==> config.mk <==
export PLATFORM = sky130hd
export DESIGN_NAME = bgcd_kernel
export DESIGN_NICKNAME = d
export VERILOG_FILES = /design/src/design/bayer_gradient_corrected_demosaic_macros.svh /design/src/design/bgcd_pkg.sv /design/src/design/bgcd_kernel.sv
export SDC_FILE = /design/constraint.sdc
export NUM_CORES = 1
export LEC_CHECK = 0
export ABC_CLOCK_PERIOD_IN_PS = 21900
export BUFFER_PORTS_ARGS = -buffer_cell sky130_fd_sc_hd__buf_2
export CORE_ASPECT_RATIO = 1.25
export CORE_MARGIN = 1
export CORE_UTILIZATION = 55
export DETAILED_ROUTE_END_ITERATION = 10
export GPL_ROUTABILITY_DRIVEN = 0
export PLACE_DENSITY = 0.8
export SETUP_SLACK_MARGIN = 0.5
export SYNTH_ARGS = -nofsm -noshare
export SYNTH_HDL_FRONTEND = slang
export SYNTH_SLANG_ARGS = --single-unit
==> constraint.sdc <==
create_clock -name vclk -period 21.9
set_clock_uncertainty 0.05 [all_clocks]
set_input_delay 2.19 -clock vclk [all_inputs]
set_output_delay 2.19 -clock vclk [all_outputs]
set_load 0.01 [all_outputs]
==> src/design/bayer_gradient_corrected_demosaic_macros.svh <==
// Assertion macros shared by the demosaic design.
`ifndef BAYER_GRADIENT_CORRECTED_DEMOSAIC_MACROS_SVH
`define BAYER_GRADIENT_CORRECTED_DEMOSAIC_MACROS_SVH

// Same-cycle implication, checked on every rising clock edge outside reset.
`define BGCD_ASSERT_IMPLY(name, clk, rst, ante, cons) \
   name: assert property (@(posedge clk) disable iff (rst) (ante) |-> (cons)) \
      else $error("demosaic same-cycle check failed");

// Implication whose consequence is checked in the next cycle.
`define BGCD_ASSERT_NEXT(name, clk, rst, ante, cons) \
   name: assert property (@(posedge clk) disable iff (rst) (ante) |=> (cons)) \
      else $error("demosaic next-cycle check failed");

`endif

==> src/design/bgcd_pkg.sv <==
package bgcd_pkg;

   localparam int MAX_WIDTH  = 1024;
   localparam int MAX_HEIGHT = 4096;
   localparam int MIN_SIZE   = 5;

   localparam int COL_W = $clog2(MAX_WIDTH);
   localparam int ROW_W = $clog2(MAX_HEIGHT);
   localparam int WID_W = COL_W + 1;
   localparam int HGT_W = ROW_W + 1;

   localparam int CFG_WIDTH_BITS  = 11;
   localparam int CFG_HEIGHT_BITS = 13;
   localparam logic [CFG_WIDTH_BITS-1:0]  WIDTH_RESET  = CFG_WIDTH_BITS'(390);
   localparam logic [CFG_HEIGHT_BITS-1:0] HEIGHT_RESET = CFG_HEIGHT_BITS'(300);

   localparam int CSR_ADDR_W    = 3;
   localparam int CSR_DATA_W    = 32;
   localparam int REG_INDEX_BIT = 2;

   localparam int PIX_W     = 8;
   localparam int KSIZE     = 5;
   localparam int ROWS_KEPT = 5;
   localparam int SLOT_W    = $clog2(ROWS_KEPT);

   // Input command codes.
   localparam logic CMD_PIXEL = 1'b0;
   localparam logic CMD_FLUSH = 1'b1;

   // Register indexes.
   localparam logic REG_WIDTH  = 1'b0;
   localparam logic REG_HEIGHT = 1'b1;

   typedef logic [PIX_W-1:0] pix_type;
   // One window column, element k is row offset k-2.
   typedef pix_type [KSIZE-1:0] col_type;
   // Five columns, element 2 is the center column, element 4 the newest.
   typedef col_type [KSIZE-1:0] hist_type;

   // Position of the output pixel as the kernel logic needs it.
   typedef struct packed {
      logic row_odd;
      logic col_odd;
      logic left0;
      logic left1;
      logic right0;
      logic right1;
   } pos_type;

endpackage

==> src/design/bgcd_kernel.sv <==
module bgcd_kernel (
   input  bgcd_pkg::hist_type hist,
   input  bgcd_pkg::pos_type  pos,
   output bgcd_pkg::pix_type  red,
   output bgcd_pkg::pix_type  green,
   output bgcd_pkg::pix_type  blue
);
   import bgcd_pkg::*;

   localparam int SUM_W = 16;
   typedef logic signed [SUM_W-1:0] sum_type;

   pix_type win [KSIZE][KSIZE];
   sum_type ctr, diag, hz, vt, g_rb, opp;
   pix_type hz_px, vt_px, g_px, opp_px;
   logic    red_row;

   function automatic sum_type sx(input pix_type v);
      return sum_type'({1'b0, v});
   endfunction

   // Weighted sums carry sixteen times the result; round half up and saturate.
   function automatic pix_type scale16(input sum_type s);
      sum_type v;
      v = (s + sum_type'(8)) >>> 4;
      if (s <= 0) begin
         return '0;
      end else if (v > sum_type'(255)) begin
         return '1;
      end
      return pix_type'(v);
   endfunction

   // Replicate the edge columns by choosing which stored column feeds each tap.
   always_comb begin
      logic [2:0] idx;
      for (int dx = 0; dx < KSIZE; dx++) begin
         idx = 3'(dx);
         if (pos.left0 && dx < 2) begin
            idx = 3'd2;
         end else if (pos.left1 && dx == 0) begin
            idx = 3'd1;
         end
         if (pos.right0 && dx > 2) begin
            idx = 3'd2;
         end else if (pos.right1 && dx == 4) begin
            idx = 3'd3;
         end
         for (int dy = 0; dy < KSIZE; dy++) begin
            win[dy][dx] = hist[idx][dy];
         end
      end
   end

   always_comb begin
      ctr  = sx(win[2][2]);
      diag = sx(win[1][1]) + sx(win[1][3]) + sx(win[3][1]) + sx(win[3][3]);
      hz   = sum_type'(10) * ctr - (diag <<< 1)
           + ((sx(win[2][1]) + sx(win[2][3])) <<< 3)
           - ((sx(win[2][0]) + sx(win[2][4])) <<< 1)
           + sx(win[0][2]) + sx(win[4][2]);
      vt   = sum_type'(10) * ctr - (diag <<< 1)
           + ((sx(win[1][2]) + sx(win[3][2])) <<< 3)
           - ((sx(win[0][2]) + sx(win[4][2])) <<< 1)
           + sx(win[2][0]) + sx(win[2][4]);
      g_rb = (ctr <<< 3)
           + ((sx(win[1][2]) + sx(win[3][2]) + sx(win[2][1]) + sx(win[2][3])) <<< 2)
           - ((sx(win[0][2]) + sx(win[4][2]) + sx(win[2][0]) + sx(win[2][4])) <<< 1);
      opp  = sum_type'(12) * ctr + (diag <<< 2)
           - sum_type'(3) * (sx(win[0][2]) + sx(win[4][2]) + sx(win[2][0]) + sx(win[2][4]));
   end

   assign hz_px  = scale16(hz);
   assign vt_px  = scale16(vt);
   assign g_px   = scale16(g_rb);
   assign opp_px = scale16(opp);
   assign red_row = !pos.row_odd;

   always_comb begin
      if (pos.row_odd == pos.col_odd) begin
         // Green site: the color sharing this row takes the horizontal kernel.
         red   = red_row ? hz_px : vt_px;
         green = win[2][2];
         blue  = red_row ? vt_px : hz_px;
      end else if (red_row) begin
         red   = win[2][2];
         green = g_px;
         blue  = opp_px;
      end else begin
         red   = opp_px;
         green = g_px;
         blue  = win[2][2];
      end
   end

endmodule

Yosys cells after proc, flatten, opt, wreduce, memory -nomap -nowiden
Index checks and enable logic that the tools add are counted.
{ "word_totals": {"ram_bits": 0, "latch_bits": 0, "output_inout_bits": 24, "rom_bits": 0, "n_memories": 0, "register_bits": 0} }
{ "op_classes": {"mux": 41, "bitwise": 0, "multipliers": 3, "shifts": 0, "order_cmp": 12, "div": 0, "n_addsub": 28, "n_eq_ne": 1, "reduce_logical": 0} }
{ "op_table": {"columns": ["op", "n"], "rows": [
  ["binary-select mux 40 bit (select 3 bit)", 4],
  ["2-to-1 mux 8 bit", 19],
  ["adder 16 x 9 -> 16 bit", 4],
  ["2-to-1 mux 32 bit", 2],
  ["> comparator 12 x 9 -> 1 bit, second input constant", 4],
  ["2-to-1 mux 24 bit", 2],
  ["adder 8 x 8 -> 9 bit", 5],
  ["adder 10 x 8 -> 11 bit", 3],
  ["adder 15 x 5 -> 16 bit, second input constant", 2],
  ["adder 16 x 5 -> 16 bit, second input constant", 2],
  ["<= comparator 16 x 1 -> 1 bit, second input constant", 2],
  ["adder 9 x 8 -> 10 bit", 3],
  ["<= comparator 15 x 1 -> 1 bit, second input constant", 2],
  ["adder 13 x 13 -> 14 bit", 2],
  ["less-than comparator 3 x 4 -> 1 bit, second input constant", 4],
  ["subtractor 16 x 11 -> 16 bit", 1],
  ["subtractor 16 bit", 1],
  ["subtractor 14 x 12 -> 15 bit", 1],
  ["subtractor 14 x 13 -> 15 bit", 1],
  ["adder 11 x 13 -> 14 bit", 1],
  ["adder 12 x 13 -> 14 bit", 1],
  ["multiplier 2 x 11 -> 13 bit, first input constant", 1],
  ["subtractor 12 x 12 -> 13 bit", 1],
  ["multiplier 3 x 8 -> 11 bit, first input constant", 1],
  ["5 further kinds", 16]
]} }

Longest topological paths before layout
{ "depth": {"ltp_word": 18, "mapped_depth": 39, "mapped_depth_nobuf": 36} }

Worst setup path before layout
Ideal clock, no wire load.
{ "synth_path": {"kind": "input-to-output", "from": "input port pos[3] (netlist bit)", "to": "output port blue[4]", "cell_stages": 35, "path_slack_ns": 9.101, "n_path_buf": 3, "arrival_time_ns": 10.559, "cell_sequence": "clkbuf_1 > buf_1 > mux2_2 > fa_1 > fa_1 > ha_1 > fa_1 > xor2_1 > inv_1 > ha_1 > a21boi_0 > nor2_1 > ha_1 > a21o_1 > a21oi_1 > o21bai_1 > a21oi_1 > o21bai_1 > a21oi_1 > o21bai_1 > a21oi_1 > xnor2_1 > ha_1 > ha_1 > nand3_1 > or4_1 > a21oi_1 > nor3_1 > a41oi_1 > a2bb2oi_1 > a21oi_1 > or2_4 > buf_8 > a22o_1 > nor4b_1"} }
{ "synth_via": {"elab_chain_cells": 18, "elab_cells_between_ends": 49, "classes_between": "add/sub: 21; mul: 1; order compare: 6; mux: 21"} }
{ "synth_lines": {"columns": ["element", "line_no", "text"], "rows": [
  ["start: declaration", "bgcd_kernel.sv:3", "input bgcd_pkg::pos_type pos,"],
  ["2-to-1 mux 2 bit", "bgcd_kernel.sv:39", "if (pos.left0 && dx < 2) begin"],
  ["binary-select mux 40 bit (select 3 bit)", null, null],
  ["2-to-1 mux 32 bit (not written as such)", "bgcd_kernel.sv:50", "win[dy][dx] = hist[idx][dy];"],
  ["adder 8 x 8 -> 9 bit", "bgcd_kernel.sv:57", "diag = sx(win[1][1]) + sx(win[1][3]) + sx(win[3][1]) + sx(win[3][3]);"],
  ["adder 9 x 8 -> 10 bit", "bgcd_kernel.sv:57", null],
  ["adder 10 x 8 -> 11 bit", "bgcd_kernel.sv:57", null],
  ["subtractor 12 x 12 -> 13 bit", "bgcd_kernel.sv:58, bgcd_kernel.sv:62", null],
  ["adder 13 x 13 -> 14 bit, on equally long branches", "bgcd_kernel.sv:63, bgcd_kernel.sv:59", null],
  ["subtractor 16 bit / subtractor 16 x 11 -> 16 bit (equally long branches)", "bgcd_kernel.sv:64, bgcd_kernel.sv:60", null],
  ["adder 16 x 9 -> 16 bit, on equally long branches (2 in a row)", "bgcd_kernel.sv:65, bgcd_kernel.sv:61", null],
  ["adder 16 x 5 -> 16 bit", "bgcd_kernel.sv:25", "v = (s + sum_type'(8)) >>> 4;"],
  ["> comparator 12 x 9 -> 1 bit", "bgcd_kernel.sv:28", "end else if (v > sum_type'(255)) begin"],
  ["2-to-1 mux 1 bit", "bgcd_kernel.sv:28", null],
  ["2-to-1 mux 1 bit", "bgcd_kernel.sv:26", "if (s <= 0) begin"],
  ["2-to-1 mux 8 bit", "bgcd_kernel.sv:31", "return pix_type'(v);"],
  ["2-to-1 mux 8 bit", "bgcd_kernel.sv:84", "blue = red_row ? vt_px : hz_px;"],
  ["2-to-1 mux 8 bit (*)", "bgcd_kernel.sv:80", "if (pos.row_odd == pos.col_odd) begin"],
  ["end: declaration", "bgcd_kernel.sv:6", "output bgcd_pkg::pix_type blue"]
]} }
Every way passes the cells marked *; elsewhere a longest branch is shown, timed or not. The select of a mux whose other input is x is not followed.

Worst setup path after layout
{ "layout_path": {"from": "input port pos[3] (netlist bit)", "to": "output port blue[2]"} }
Same word-level chain as after synthesis.

==> metrics.md <==
| Metric | Value |
|---|---|
| Status | `finished clean` |
| Seq/Total Area, Yosys | `0%` |
| Final setup margin | `slightly below 8 ns` |
| Final wirelength | `31.2 mm` |
| Vias | `around 11k` |
| Layout cells sized above 1 | `11.8%` |
| Post-Syn Area | `11500 um^2` |
| Final setup fails | `0` |
| Max Freq | `70.5 MHz` |
| Min-delay src | `pos[4]` |
| Most frequent CP cell | `ha_1` |
| Largest net degree at the start of global routing | `28` |
| WP depth | `35` |
| Starting Density | `between 50% and 60%` |
| I/O Pins | `230` |
| Via density per instance | `5.94` |
| Worst Path Buf+Inv | `6` |
| Family with the most delay on the worst path | `compound AO/OA/AOI/OAI gates` |
| Die Width | `131 um` |
| Nets | `between 2k and 2.5k` |
| Crit Path Class | `primary input to output port` |
| Crit end category | `output port` |
| Max cap viols | `0` |
| Post-route DRC | `0` |
| Post-CTS setup buffer count | `0` |
| Slew @ Worst Pin | `between 0.9 and 1 ns` |
| Core region area | `20300 um^2` |
| Req. time, crit path | `19.66 ns` |
| Tcrit/Tclk final | `64.8%` |
| CP startpoint kind | `primary input` |
| RSZ-0062 raised after global routing | `no` |
| Area leader, netlist | `ha_1` |
| Synth unique cells | `86` |
| WHS Path Cells | `4` |
| Antenna violations before repair | `1` |
| Post-Syn Instances | `1476` |
| Fill cell total of the finished layout | `approximately 1.9k` |
| CTS resizes | `0` |
| Die area | `~21000 um^2` |
| Critical Path Max Stage Delay | `0.66 ns` |
| Area contributors post-synth | `ha_1, fa_1, xnor2_1, inv_1, a21oi_1` |
| Post-route ant nets | `0` |
| Fin. max-slew vios | `0` |
| Overflow left after global routing | `0` |
| Total GRT Usage | `28.5%` |
| 1st-iter DRT viols | `768` |
| Slowest-stage cell, CP | `a211oi_1` |
| Synth warn | `0` |
| Fin Setup TNS | `0 ns` |
| Clock buffers | `0` |
| Area Growth Syn to Fin | `8.11%` |
| Syn Area/Cell | `7.79 um^2` |
| # rows | `58` |
| Detailed Place HPWL | `27.5 mm` |
| Port bufs | `around 130` |
| Hold/Removal Path Class | `primary input to output port` |
| Final Hold Viols | `0` |
| Hold Buf Count CTS | `0` |
| Min Tclk post-route | `14.19 ns` |
| FF/Latch Area | `0 um^2` |
| Die Y-Extent | `164 um` |
| First-pass DRT Iterations | `6` |
| Pre-CTS setup slack | `roughly 7.8 ns` |
| Vias in the first global route | `about 11k` |
| Worst EP arrival | `11.95 ns` |
| CP startpoint | `pos[3]` |
| Slew Limit Headroom | `34.4%` |
| First-pass GRT wire length | `50.1 mm` |
| Drt wl/cell | `16.8 um` |
| Post-Syn Nets | `1968` |
| Sequential cell count | `0` |
| Yosys top cell area share | `22.3%` |
| Crit-path max FO | `27` |
[Yosys cell counts, types with 17 or more instances]
library cell / instances
o21ai_0: 44
inv_1: 239
mux2_2: 23
nand2_1: 72
nor3_1: 30
nand3_1: 22
xnor2_1: 116
mux2i_1: 33
nor2_1: 90
ha_1: 205
a21oi_1: 101
o21a_1: 34
o21bai_1: 43
nor2b_1: 17
a21o_1: 33
xor2_1: 37
fa_1: 81
[metal layers]
| metal | up-vias | global-route usage (%) | routed length (um) |
|---|---|---|---|
| li1 | 5403 | - | - |
| met1 | 5185 | 34.0 | 12700 |
| met2 | 372 | 51.8 | 15500 |
| met3 | 89 | 1.27 | 1280 |
| met4 | 0 | 14.8 | 1800 |
| met5 | - | 0 | 0 |
[path summary, 6_finish.rpt]
check      end  slack (ns)
max    blue[2]        7.71
min     red[7]        4.79
[cell families (layout without fill, tap and decap cells)]
group	after synthesis	count (layout)	share of synthesized area, %
XOR/XNOR	153	153	11.7
other	0	1	0
AO/OA/AOI/OAI	385	385	23.0
AND/OR/NAND/NOR	333	333	15.0
adder cells (fa/ha/maj)	288	288	36.6
multiplexers	56	56	5.13
buffers and inverters	261	375	8.62
[layout make-up]
type / count / area, um^2 / share of cell area, %
antenna: 1 / 2.50 / 0.0201
inverter: 239 / 897 / 7.22
multi-input combinational: 1215 / 10500 / 84.5
tap: 270 / 338 / 2.72
timing repair buffer: 136 / 686 / 5.52
[layout by cell type, fill, tap and decap left out, drive strengths merged, types with 22 or more instances in the layout]
cell    synthesis  layout
inv           239     239
ha            205     205
buf             8     136
xnor2         116     116
a21oi         102     102
nor2           90      90
fa             81      81
nand2          72      72
o21ai          48      48
o21bai         43      43
xor2           37      37
o21a           34      34
mux2i          33      33
a21o           33      33
nor3           31      31
mux2           23      23
nand3          22      22
[per-stage QoR]
stage	utilization [%]	std cells	instance area, um^2	hold WS (ns)
floorplan	-	1476	11500	4.48
global placement	61.2	1860	12400	4.78
detailed placement	61.2	1860	12400	4.79
CTS	61.2	1860	12400	4.79
global route	61.2	1861	12400	4.83
finish	61.2	1861	12400	4.79
Power is not shown: default switching activity piles up to over one toggle a cycle in this logic, so the estimate is an artifact.
